[src/sv/multichannel_servo_ramp_defines.svh]
// ----------------------------------------------------------------------------
// Servo ramp assertion macros
// Checks compile away under SYNTHESIS.
// ----------------------------------------------------------------------------
`ifndef MULTICHANNEL_SERVO_RAMP_DEFINES_SVH
`define MULTICHANNEL_SERVO_RAMP_DEFINES_SVH
`ifndef SYNTHESIS
`define MSR_ASSERT(lbl, prop, msg) \
  lbl: assert property (@(posedge clk) disable iff (!rst_n) prop) else $error(msg);
`define MSR_ASSERT_NEXT(lbl, pre, post, msg) \
  lbl: assert property (@(posedge clk) disable iff (!rst_n) (pre) |=> (post)) else $error(msg);
`else
`define MSR_ASSERT(lbl, prop, msg)
`define MSR_ASSERT_NEXT(lbl, pre, post, msg)
`endif
`endif

[src/sv/msr_pkg.sv]
// ----------------------------------------------------------------------------
// Servo ramp package
// Fixed widths and constants of the servo ramp generator.
// ----------------------------------------------------------------------------
package msr_pkg;
  localparam int unsigned MS_PER_S   = 1000;
  localparam int unsigned TIME_W     = 26;
  localparam int unsigned WIDTH_W    = 16;
  localparam int unsigned DVD_W      = 42;
  localparam int unsigned DIV_STEPS  = 42;
  localparam int unsigned CNT_W      = 6;
  localparam logic [7:0]  STEP_RST   = 8'd20;
  localparam logic [15:0] START_RST  = 16'd1500;
  localparam logic        CFG_STEP   = 1'b0;
  localparam logic        CFG_START  = 1'b1;
  localparam logic        MODE_CMD   = 1'b0;
  localparam logic        KIND_WIDTH = 1'b0;
  localparam logic        KIND_STAT  = 1'b1;
  localparam logic [1:0]  QS_MOVING  = 2'd1;
  localparam logic [1:0]  QS_DONE    = 2'd2;

  typedef logic [TIME_W-1:0]  time_t;
  typedef logic [WIDTH_W-1:0] width_t;
endpackage

[src/sv/multichannel_servo_ramp.sv]
// ----------------------------------------------------------------------------
// Multichannel servo ramp
// Batched servo targets, linear pulse-width ramps advanced by tick items.
// ----------------------------------------------------------------------------
//  channel  ports                          handshake
//  input    in_*                           start high, busy low
//  result   out_*                          out_valid strobe, one cycle
//  config   cfg_we, cfg_index, cfg_data    cfg_we high
//
// Valid commands with nonzero speed pass S_CMUL, the bit-serial 42-step
// divider and S_CFIN, others only S_CFIN. A tick scans every channel, runs
// the same divider for each channel still mid-ramp, and ends in S_TSTAT.
// Reset is synchronous and needs no clearing pass. Results cannot be stalled.
`include "multichannel_servo_ramp_defines.svh"
module multichannel_servo_ramp
  import msr_pkg::*;
#(
  parameter int CHANNELS = 8
) (
  input  logic        clk,
  input  logic        rst_n,
  input  logic        start,
  output logic        busy,
  input  logic        in_mode,
  input  logic [3:0]  in_channel,
  input  logic [15:0] in_target_width,
  input  logic [15:0] in_speed,
  input  logic [15:0] in_move_time,
  input  logic        in_last_in_batch,
  output logic        out_valid,
  output logic        out_kind,
  output logic [3:0]  out_channel,
  output logic [15:0] out_width,
  output logic [1:0]  out_query_status,
  output logic        out_done_event,
  output logic        out_last,
  input  logic        cfg_we,
  input  logic        cfg_index,
  input  logic [15:0] cfg_data
);
  localparam int IW = (CHANNELS > 1) ? $clog2(CHANNELS) : 1;

  localparam logic [2:0] S_IDLE  = 3'd0;
  localparam logic [2:0] S_CMUL  = 3'd1;
  localparam logic [2:0] S_DIV   = 3'd2;
  localparam logic [2:0] S_CFIN  = 3'd3;
  localparam logic [2:0] S_TSCAN = 3'd4;
  localparam logic [2:0] S_TMUL  = 3'd5;
  localparam logic [2:0] S_TEMIT = 3'd6;
  localparam logic [2:0] S_TSTAT = 3'd7;

  logic [2:0]       state_r;
  logic [7:0]       tick_step_r;
  width_t           start_pos_r;
  logic             mode_r, lastb_r, cvalid_r;
  logic [3:0]       ch_r;
  width_t           tw_r, speed_r, mt_r, dist_r, mag_r;
  logic [IW-1:0]    idx_r;
  logic [DVD_W-1:0] dvd_r;
  time_t            rem_r, dsr_r;
  logic [CNT_W-1:0] cnt_r;
  logic             updated_r, done_rep_r;
  logic [1:0]       status_r;
  time_t            batch_r;

  width_t cw_r [CHANNELS];
  width_t rs_r [CHANNELS];
  width_t rt_r [CHANNELS];
  time_t  total_r [CHANNELS];
  time_t  left_r [CHANNELS];
  width_t stg_r [CHANNELS];
  logic [CHANNELS-1:0] stv_r, driven_r;

  logic             out_valid_r, out_kind_r, out_ev_r, out_last_r;
  logic [3:0]       out_ch_r;
  width_t           out_w_r;
  logic [1:0]       out_qs_r;

  logic [TIME_W:0]  rem_sh;
  logic             qbit;
  time_t            rem_nxt;
  logic [7:0]       stp;
  logic             idx_last;
  width_t           cw_in, cw_idx, w_interp, q16;
  time_t            t_cmd, batch_nxt, tmax;
  logic             in_ok;

  assign rem_sh  = {rem_r, dvd_r[DVD_W-1]};
  assign qbit    = (rem_sh >= {1'b0, dsr_r});
  assign rem_nxt = qbit ? TIME_W'(rem_sh - {1'b0, dsr_r}) : rem_sh[TIME_W-1:0];

  assign stp      = (tick_step_r == 8'd0) ? 8'd1 : tick_step_r;
  assign idx_last = (idx_r == IW'(CHANNELS - 1));
  assign cw_in    = driven_r[in_channel[IW-1:0]] ? cw_r[in_channel[IW-1:0]] : start_pos_r;
  assign cw_idx   = driven_r[idx_r] ? cw_r[idx_r] : start_pos_r;
  assign in_ok    = ({1'b0, in_channel} < 5'(CHANNELS)) && (in_target_width != '0);
  assign q16      = dvd_r[WIDTH_W-1:0];
  assign w_interp = (rs_r[idx_r] > rt_r[idx_r]) ? width_t'(rt_r[idx_r] + q16)
                                                : width_t'(rt_r[idx_r] - q16);

  always_comb begin
    if (speed_r != '0 && dvd_r[TIME_W-1:0] > TIME_W'(mt_r)) begin
      t_cmd = dvd_r[TIME_W-1:0];
    end else begin
      t_cmd = TIME_W'(mt_r);
    end
    batch_nxt = (cvalid_r && t_cmd > batch_r) ? t_cmd : batch_r;
    tmax      = (batch_nxt < TIME_W'(stp)) ? TIME_W'(stp) : batch_nxt;
  end

  always_ff @(posedge clk) begin
    if (!rst_n) begin
      state_r     <= S_IDLE;
      tick_step_r <= STEP_RST;
      start_pos_r <= START_RST;
      stv_r       <= '0;
      driven_r    <= '0;
      batch_r     <= '0;
      done_rep_r  <= 1'b0;
      status_r    <= '0;
      out_valid_r <= 1'b0;
      for (int c = 0; c < CHANNELS; c++) begin
        left_r[c] <= '0;
      end
    end else begin
      out_valid_r <= 1'b0;
      if (cfg_we) begin
        unique case (cfg_index)
          CFG_STEP:  tick_step_r <= cfg_data[7:0];
          CFG_START: start_pos_r <= cfg_data;
          default:   ;
        endcase
      end
      unique case (state_r)
        S_IDLE: begin
          if (start) begin
            mode_r    <= in_mode;
            ch_r      <= in_channel;
            tw_r      <= in_target_width;
            speed_r   <= in_speed;
            mt_r      <= in_move_time;
            lastb_r   <= in_last_in_batch;
            cvalid_r  <= in_ok;
            dist_r    <= (in_target_width > cw_in) ? width_t'(in_target_width - cw_in)
                                                   : width_t'(cw_in - in_target_width);
            idx_r     <= '0;
            updated_r <= 1'b0;
            if (in_mode != MODE_CMD) begin
              state_r <= S_TSCAN;
            end else if (in_ok && in_speed != '0) begin
              state_r <= S_CMUL;
            end else begin
              state_r <= S_CFIN;
            end
          end
        end
        S_CMUL: begin
          dvd_r   <= DVD_W'(dist_r * 10'(MS_PER_S));
          dsr_r   <= TIME_W'(speed_r);
          rem_r   <= '0;
          cnt_r   <= '0;
          state_r <= S_DIV;
        end
        S_DIV: begin
          rem_r <= rem_nxt;
          dvd_r <= {dvd_r[DVD_W-2:0], qbit};
          cnt_r <= cnt_r + 1'b1;
          if (cnt_r == CNT_W'(DIV_STEPS - 1)) begin
            state_r <= (mode_r == MODE_CMD) ? S_CFIN : S_TEMIT;
          end
        end
        S_CFIN: begin
          if (cvalid_r) begin
            stg_r[ch_r[IW-1:0]] <= tw_r;
            stv_r[ch_r[IW-1:0]] <= 1'b1;
          end
          if (lastb_r) begin
            batch_r <= '0;
            for (int c = 0; c < CHANNELS; c++) begin
              if (stv_r[c] || (cvalid_r && ch_r[IW-1:0] == IW'(c))) begin
                rs_r[c]    <= driven_r[c] ? cw_r[c] : start_pos_r;
                rt_r[c]    <= (cvalid_r && ch_r[IW-1:0] == IW'(c)) ? tw_r : stg_r[c];
                total_r[c] <= tmax;
                left_r[c]  <= tmax;
                stv_r[c]   <= 1'b0;
              end
            end
          end else begin
            batch_r <= batch_nxt;
          end
          state_r <= S_IDLE;
        end
        S_TSCAN: begin
          if (left_r[idx_r] != '0) begin
            updated_r       <= 1'b1;
            done_rep_r      <= 1'b0;
            status_r        <= QS_MOVING;
            driven_r[idx_r] <= 1'b1;
            if (left_r[idx_r] <= TIME_W'(stp)) begin
              left_r[idx_r] <= '0;
              cw_r[idx_r]   <= rt_r[idx_r];
              out_valid_r   <= 1'b1;
              out_kind_r    <= KIND_WIDTH;
              out_ch_r      <= 4'(idx_r);
              out_w_r       <= rt_r[idx_r];
              out_qs_r      <= '0;
              out_ev_r      <= 1'b0;
              out_last_r    <= 1'b0;
              if (idx_last) begin
                state_r <= S_TSTAT;
              end else begin
                idx_r <= idx_r + 1'b1;
              end
            end else begin
              left_r[idx_r] <= left_r[idx_r] - TIME_W'(stp);
              mag_r <= (rs_r[idx_r] > rt_r[idx_r]) ? width_t'(rs_r[idx_r] - rt_r[idx_r])
                                                   : width_t'(rt_r[idx_r] - rs_r[idx_r]);
              state_r <= S_TMUL;
            end
          end else if (idx_last) begin
            state_r <= S_TSTAT;
          end else begin
            idx_r <= idx_r + 1'b1;
          end
        end
        S_TMUL: begin
          dvd_r   <= DVD_W'(mag_r * left_r[idx_r]);
          dsr_r   <= total_r[idx_r];
          rem_r   <= '0;
          cnt_r   <= '0;
          state_r <= S_DIV;
        end
        S_TEMIT: begin
          cw_r[idx_r] <= w_interp;
          out_valid_r <= 1'b1;
          out_kind_r  <= KIND_WIDTH;
          out_ch_r    <= 4'(idx_r);
          out_w_r     <= w_interp;
          out_qs_r    <= '0;
          out_ev_r    <= 1'b0;
          out_last_r  <= 1'b0;
          if (idx_last) begin
            state_r <= S_TSTAT;
          end else begin
            idx_r   <= idx_r + 1'b1;
            state_r <= S_TSCAN;
          end
        end
        S_TSTAT: begin
          out_valid_r <= 1'b1;
          out_kind_r  <= KIND_STAT;
          out_ch_r    <= '0;
          out_w_r     <= '0;
          out_last_r  <= 1'b1;
          if (!updated_r && !done_rep_r) begin
            done_rep_r <= 1'b1;
            status_r   <= QS_DONE;
            out_qs_r   <= QS_DONE;
            out_ev_r   <= 1'b1;
          end else begin
            out_qs_r   <= status_r;
            out_ev_r   <= 1'b0;
          end
          state_r <= S_IDLE;
        end
        default: state_r <= S_IDLE;
      endcase
    end
  end

  assign busy             = (state_r != S_IDLE);
  assign out_valid        = out_valid_r;
  assign out_kind         = out_kind_r;
  assign out_channel      = out_ch_r;
  assign out_width        = out_w_r;
  assign out_query_status = out_qs_r;
  assign out_done_event   = out_ev_r;
  assign out_last         = out_last_r;

  `MSR_ASSERT(a_stat_last, out_valid |-> (out_kind == out_last), "status item must close tick")
  `MSR_ASSERT(a_qs_range, out_valid |-> (out_query_status != 2'd3), "bad query status")
  `MSR_ASSERT(a_ev_done, out_valid && out_done_event |-> (out_query_status == QS_DONE), "stray event")
  `MSR_ASSERT_NEXT(a_tick_busy, start && !busy && in_mode, busy, "tick item not taken")
endmodule
[config.mk]
export PLATFORM = sky130hd
export DESIGN_NAME = multichannel_servo_ramp
export DESIGN_NICKNAME = d
export VERILOG_FILES = /design/src/sv/msr_pkg.sv /design/src/sv/multichannel_servo_ramp.sv
export VERILOG_INCLUDE_DIRS = /design/src /design/src/sv
export SDC_FILE = /design/constraint.sdc
export NUM_CORES = 2
export LEC_CHECK = 0
export BUFFER_PORTS_ARGS = -buffer_cell sky130_fd_sc_hd__clkbuf_2
export CORE_UTILIZATION = 50
export CTS_BUF_LIST = sky130_fd_sc_hd__clkbuf_4 sky130_fd_sc_hd__clkbuf_8 sky130_fd_sc_hd__clkbuf_16
export CTS_CLUSTER_SIZE = 10
export DETAILED_ROUTE_END_ITERATION = 8
export PLACE_DENSITY = 0.66
export SLEW_MARGIN = 40
export SYNTH_ARGS = -nofsm -noshare
export SYNTH_HDL_FRONTEND = slang
export SYNTH_SLANG_ARGS = --single-unit
[constraint.sdc]
create_clock -name clk -period 8.4 [get_ports clk]
set_input_delay 0.84 -clock clk [delete_from_list [all_inputs] [get_ports clk]]
set_output_delay 0.84 -clock clk [all_outputs]
set_load 0.01 [all_outputs]
-- Word level (Yosys, flattened, before mapping)
Memory sizes are Yosys's and may differ from the RTL's. A register that Yosys moved wholly into a read port is not among the register bits.
Cells that the tools add are included.
- add/subtract/negate cells: 10
- $mul: 2
- $lt $le $gt $ge: 13
- equality and inequality tests: 22
- muxes and demuxes: 160
- bitwise operators: 14
- reductions and logical operators: 58
- operators with widths (kind ; count):
    two-way mux 26 bit ; 15
    two-way mux 16 bit ; 23
    one-hot mux 42 bit (3 select lines) ; 1
    one-hot mux 26 bit (2 select lines) ; 2
    subtractor 16 bit ; 5
    two-way mux 1 bit ; 77
    two-way mux 3 bit ; 16
    one-hot mux 16 bit (3 select lines) ; 1
    nonzero test 16 bit ; 3
    multiplier 16 x 26 -> 42 bit ; 1
    > comparator 16 bit ; 2
    == test 3 bit (second input constant) ; 9
    >= comparator 27 x 26 -> 1 bit ; 1
    > comparator 26 x 16 -> 1 bit ; 1
    > comparator 26 bit ; 1
    less-or-equal comparator 26 x 8 -> 1 bit ; 1
    < comparator 26 x 8 -> 1 bit ; 1
    nonzero test 26 bit ; 1
    OR reduction 26 bit ; 1
    subtractor 26 bit ; 1
    subtractor 26 x 8 -> 26 bit ; 1
    two-way mux 8 bit ; 3
    multiplier 16 x 7 -> 23 bit (second input constant) ; 1
    one-hot mux 3 bit (6 select lines) ; 1
    36 further kinds ; 110
- register bits: 287
- memory bits (writable): 928
- input port bits: 75
- output and inout bits: 27
- logic and storage cells: 314
- memories: 6
- memories (memory ; words ; bits a word ; rd ports ; clocked after memory_dff ; write ports ; RTL line ; RTL):
    left_r ; 8 ; 26 ; 1 ; 1 ; 8 ; multichannel_servo_ramp.sv:70 ; time_t left_r [CHANNELS];
    total_r ; 8 ; 26 ; 1 ; 1 ; 8 ; multichannel_servo_ramp.sv:69 ; time_t total_r [CHANNELS];
    cw_r ; 8 ; 16 ; 9 ; 0 ; 1 ; multichannel_servo_ramp.sv:66 ; width_t cw_r [CHANNELS];
    rs_r ; 8 ; 16 ; 1 ; 1 ; 8 ; multichannel_servo_ramp.sv:67 ; width_t rs_r [CHANNELS];
    rt_r ; 8 ; 16 ; 1 ; 1 ; 8 ; multichannel_servo_ramp.sv:68 ; width_t rt_r [CHANNELS];
    stg_r ; 8 ; 16 ; 8 ; 0 ; 1 ; multichannel_servo_ramp.sv:71 ; width_t stg_r [CHANNELS];

-- Depth between registers and ports, before layout
- depth in word-level cells: 11
- depth in mapped cells: 35
- gate-level depth less buffers: 28

-- Worst setup path before layout
Ideal clock, no wire load.
- path type: register -> register
- start point: register with a tool-made name
- end point: memory cw_r[0][14] (netlist name) (data pin)
- library setup time: 224 ps
- data arrival time: 7946 ps
- data required time: 8176 ps
- path slack: 230 ps
- cell stages (with the launch flop): 32
- buffers on the path: 10
- clock period less this slack: 8170 ps
- cells stage by stage: dfxtp_1 -> buf_6 -> buf_4 -> buf_2 -> buf_2 -> buf_1 -> buf_1 -> mux4_2 -> mux2i_1 -> inv_1 -> ha_1 -> clkbuf_1 -> nand4_1 -> or3_1 -> o221ai_1 -> o31a_1 -> clkbuf_1 -> buf_1 -> buf_1 -> mux2i_1 -> fa_1 -> a21o_1 -> a21oi_1 -> o21bai_1 -> a21oi_1 -> o21bai_1 -> a41oi_1 -> a21oi_1 -> a311oi_1 -> xnor2_1 -> nor2_1 -> a21oi_1
- RTL lines (item ; RTL line):
    to (decl) ; multichannel_servo_ramp.sv:66

==> flow_results.xml <==
<?xml version="1.0" encoding="UTF-8"?>
<metrics>
  <group name="sta">
    <metric name="setup_violation_total_in_the_final_timing_report" unit="">0</metric>
    <metric name="finalHoldViolations" unit="">0</metric>
    <metric name="rsz0062_at_grt" unit="">false</metric>
    <metric name="post_layout_min_period" unit="ns">8.04</metric>
    <metric name="timing.max_slew.rel_slack" unit="%">37.6</metric>
    <metric name="fmax" unit="MHz">124</metric>
    <metric name="setup_clock_skew_after_layout" unit="ns">0.0494</metric>
    <metric name="final.setup.tns" unit="ns">0</metric>
    <metric name="tightestPinTransition" unit="ns">0.927</metric>
    <metric name="fin_hold_ws" unit="ns">0.242</metric>
    <metric name="drv_slew" unit="">0</metric>
    <metric name="finalCritPeriodShare" unit="%">95.8</metric>
  </group>
  <group name="drt">
    <metric name="postRouteWirelength" unit="microns">220000</metric>
    <metric name="route.detailed.drc" unit="">0</metric>
    <metric name="drt.antenna.violating_nets" unit="">0</metric>
    <metric name="routed_via_density" unit="">6.14</metric>
    <metric name="route.layer.met1.wl" unit="microns">84800</metric>
    <metric name="met3RoutedLength" unit="microns">19700</metric>
    <metric name="detailroute.wirelength.met2" unit="microns">100000</metric>
    <metric name="vias" unit="">49803</metric>
    <metric name="detail_route.iter0.violations" unit="">5637</metric>
    <metric name="drtPass1Iterations" unit="">6</metric>
    <metric name="route.top_layer_used" unit="">met4</metric>
    <metric name="wl_per_cell" unit="microns">27.1</metric>
  </group>
  <group name="placement">
    <metric name="dp_hpwl" unit="microns">150000</metric>
    <metric name="gp_congestion" unit="">0.927</metric>
    <metric name="port_buffers" unit="">100</metric>
    <metric name="instance_area_after_placement" unit="sq mm">0.0776</metric>
    <metric name="place_inst" unit="">7865</metric>
  </group>
  <group name="floorplan">
    <metric name="top_level_ports" unit="">102</metric>
    <metric name="die_w" unit="microns">386</metric>
    <metric name="design.core.area" unit="sq mm">0.146</metric>
    <metric name="design.die.area" unit="sq mm">0.149</metric>
    <metric name="die-height" unit="microns">386</metric>
    <metric name="rows" unit="">140</metric>
    <metric name="initial_core_utilization" unit="%">50.5</metric>
  </group>
  <group name="setup_path">
    <metric name="worstPathBufferInverterCount" unit="">7</metric>
    <metric name="timing.critical_path.slowest_stage_cell" unit="">sky130_fd_sc_hd__dfxtp_4</metric>
    <metric name="critPathCaptureType" unit="">register</metric>
    <metric name="setup.worst_path.start_class" unit="">register</metric>
    <metric name="slowest_delay" unit="ns">0.58</metric>
    <metric name="crit_required" unit="ns">8.94</metric>
    <metric name="worst-path-max-fanout" unit="">19</metric>
    <metric name="setup.worst_path.class" unit="">reg -&gt; reg</metric>
    <metric name="worstPathArrival" unit="ns">8.58</metric>
    <metric name="timing.critical_path.max_delay_family" unit="">adder cells</metric>
  </group>
  <group name="finish">
    <metric name="nFillCells" unit="">11974</metric>
    <metric name="final_cell_area" unit="sq mm">0.0822</metric>
    <metric name="drive_above_1_share" unit="%">18.4</metric>
    <metric name="flow.area_growth_from_synthesis" unit="%">11.4</metric>
    <metric name="num-nets-final" unit="">6905</metric>
    <metric name="final_cells" unit="">8111</metric>
  </group>
  <group name="yosys">
    <metric name="register_bit_count_reported_by_yosys" unit="">1217</metric>
    <metric name="synth_edf_count" unit="">1141</metric>
    <metric name="post_synth.cell_area_avg" unit="sq um">12.4</metric>
    <metric name="ys_seq_area_share" unit="%">48.5</metric>
    <metric name="synth_top_flop_cell" unit="">sky130_fd_sc_hd__edfxtp_1</metric>
    <metric name="synthMostInstantiatedCell" unit="">sky130_fd_sc_hd__edfxtp_1</metric>
    <metric name="post_synth_instance_area" unit="sq mm">0.0738</metric>
    <metric name="ys_async_sr_fraction" unit="%">0</metric>
    <metric name="post-synth-top-area-fraction" unit="%">46.4</metric>
    <metric name="syn-num-nets" unit="">6737</metric>
    <metric name="syn_inst" unit="">5936</metric>
    <metric name="synth_commonest_cells" unit="">sky130_fd_sc_hd__edfxtp_1 (1141), sky130_fd_sc_hd__inv_1 (660), sky130_fd_sc_hd__nand2_1 (648)</metric>
    <metric name="yosys-top-cells-area" unit="">sky130_fd_sc_hd__edfxtp_1 (46%), sky130_fd_sc_hd__fa_1 (11%), sky130_fd_sc_hd__mux4_2 (6.2%), sky130_fd_sc_hd__ha_1 (5.6%), sky130_fd_sc_hd__mux2_2 (4.1%)</metric>
    <metric name="ys_types" unit="">84</metric>
    <metric name="ys_warn_count" unit="">0</metric>
    <metric name="yosysTopAreaCell" unit="">sky130_fd_sc_hd__edfxtp_1</metric>
  </group>
  <group name="clock_tree">
    <metric name="cts_root_buffer" unit="">sky130_fd_sc_hd__clkbuf_16</metric>
    <metric name="clock-sinks" unit="">1217</metric>
    <metric name="cts_inserted_buffers" unit="">144</metric>
    <metric name="hold_buffers" unit="">0</metric>
    <metric name="worstSkewPairLatency" unit="ns">0.79</metric>
    <metric name="clock_tree.htree_level_count" unit="">4</metric>
    <metric name="max-clock-path-buffers" unit="">3</metric>
    <metric name="clkTransAtPathRegs" unit="ns">0.07</metric>
    <metric name="cts_tree" unit="">done</metric>
  </group>
  <group name="grt">
    <metric name="vias_in_the_first_global_route" unit="">50353</metric>
    <metric name="globalRoute.totalOverflow" unit="">0</metric>
    <metric name="global_route_wire_length_before_repair" unit="microns">325000</metric>
    <metric name="grt_util_all_layers" unit="%">29.8</metric>
    <metric name="initial_antenna_violation_count" unit="">2</metric>
    <metric name="grt_max_degree" unit="">61</metric>
  </group>
  <group name="worst_hold_path">
    <metric name="hp-class" unit="">in -&gt; reg</metric>
  </group>
  <group name="job">
    <metric name="cap_violations" unit="">0</metric>
  </group>
  <group name="run_status">
    <metric name="run_status" unit="">finished, final reports clean</metric>
  </group>
</metrics>
-- per-stage QoR --
stage          setup WS (ns)  util, %
2_1_floorplan          0.230        -
3_3_place_gp           0.233     52.9
3_5_place_dp          0.0910     53.1
5_1_grt               0.0114     56.3
6_report               0.356     56.3
4_1_cts               0.0572     56.2
-- cell families (layout without fill, tap and decap cells) --
| family | after synthesis | in the layout | share of synthesized area [%] |
|---|---|---|---|
| DFF | 1217 | 1217 | 48.5 |
| muxes | 595 | 595 | 12.0 |
| other | 1 | 3 | 0.00508 |
| and+or+nand+nor | 1383 | 1383 | 8.75 |
| buffers and inverters | 971 | 1227 | 5.07 |
| xor gates and xnor gates | 144 | 144 | 1.71 |
| adders and majority gates | 726 | 726 | 16.3 |
| AOI/OAI and AO/OA | 899 | 899 | 7.71 |
-- placed cells by master, fill, tap and decap left out, types with 39 or more instances in the layout --
master                      netlist  layout
sky130_fd_sc_hd__a21o_1          77      77
sky130_fd_sc_hd__a21oi_1        192     190
sky130_fd_sc_hd__and2_1         140     137
sky130_fd_sc_hd__buf_4            5     209
sky130_fd_sc_hd__clkbuf_16        0     146
sky130_fd_sc_hd__clkbuf_2         0      99
sky130_fd_sc_hd__clkbuf_4         0      66
sky130_fd_sc_hd__dfxtp_1         76      73
sky130_fd_sc_hd__edfxtp_1      1141    1141
sky130_fd_sc_hd__fa_1           395     395
sky130_fd_sc_hd__ha_1           331     331
sky130_fd_sc_hd__inv_1          660     653
sky130_fd_sc_hd__mux2_2         269     266
sky130_fd_sc_hd__mux2i_1        117     110
sky130_fd_sc_hd__mux4_2         202     202
sky130_fd_sc_hd__nand2_1        648     646
sky130_fd_sc_hd__nand3_1         93      93
sky130_fd_sc_hd__nand4_1         39      39
sky130_fd_sc_hd__nor2_1         211     197
sky130_fd_sc_hd__nor2b_1         50      45
sky130_fd_sc_hd__nor3_1          48      40
sky130_fd_sc_hd__o21ai_0        184     183
sky130_fd_sc_hd__o22ai_1        180     180
sky130_fd_sc_hd__xnor2_1         76      76
sky130_fd_sc_hd__xor2_1          68      68
-- layer usage --
layer  up-vias  track usage [%]
li1      21592                -
met1     25075             39.3
met2      2589             46.5
met3       547             5.20
met4         0             17.7
met5         -                0
-- sequential cells by signal, summed over array words and instances, names as in the netlist, 6 cells and up, named ones only --
name,flops
left_r,208
total_r,208
cw_r,128
rs_r,128
rt_r,128
stg_r,128
dvd_r,42
batch_r,26
dsr_r,26
rem_r,26
dist_r,16
mag_r,16
mt_r,16
out_width,16
speed_r,16
start_pos_r,16
tw_r,16
driven_r,8
stv_r,8
tick_step_r,8
cnt_r,6
-- worst paths after layout --
path | slack (ns) | startpoint | cells past startpoint | to
max | 0.36 | register | 27 | dvd_r[41]
min | 0.24 | in_last_in_batch | 1 | lastb_r
max reg2reg | 0.36 | register | 27 | dvd_r[41]
min reg2reg | 0.48 | stv_r[7] | 2 | stv_r[7]
-- final cells by class --
cell class	instances	area, sq um	area share (%)
antenna	2	5.00	0.00609
timing repair buffer	333	2450	2.98
tap	1917	2400	2.92
clock buffer	216	4200	5.11
inverter	660	2490	3.03
multi-input combinational	3748	34600	42.0
clock inverter	18	314	0.382
sequential	1217	35800	43.5
-- timing repair --
item                                    CTS  global route
buffers inserted                          0            10
resized for setup                         0             7
endpoints found under the setup margin    0            23
endpoints found under the hold margin     0             0
Power is left out: the tool's default activity adds up to more than one toggle a clock period on the data nets, which glitch-free logic cannot reach.
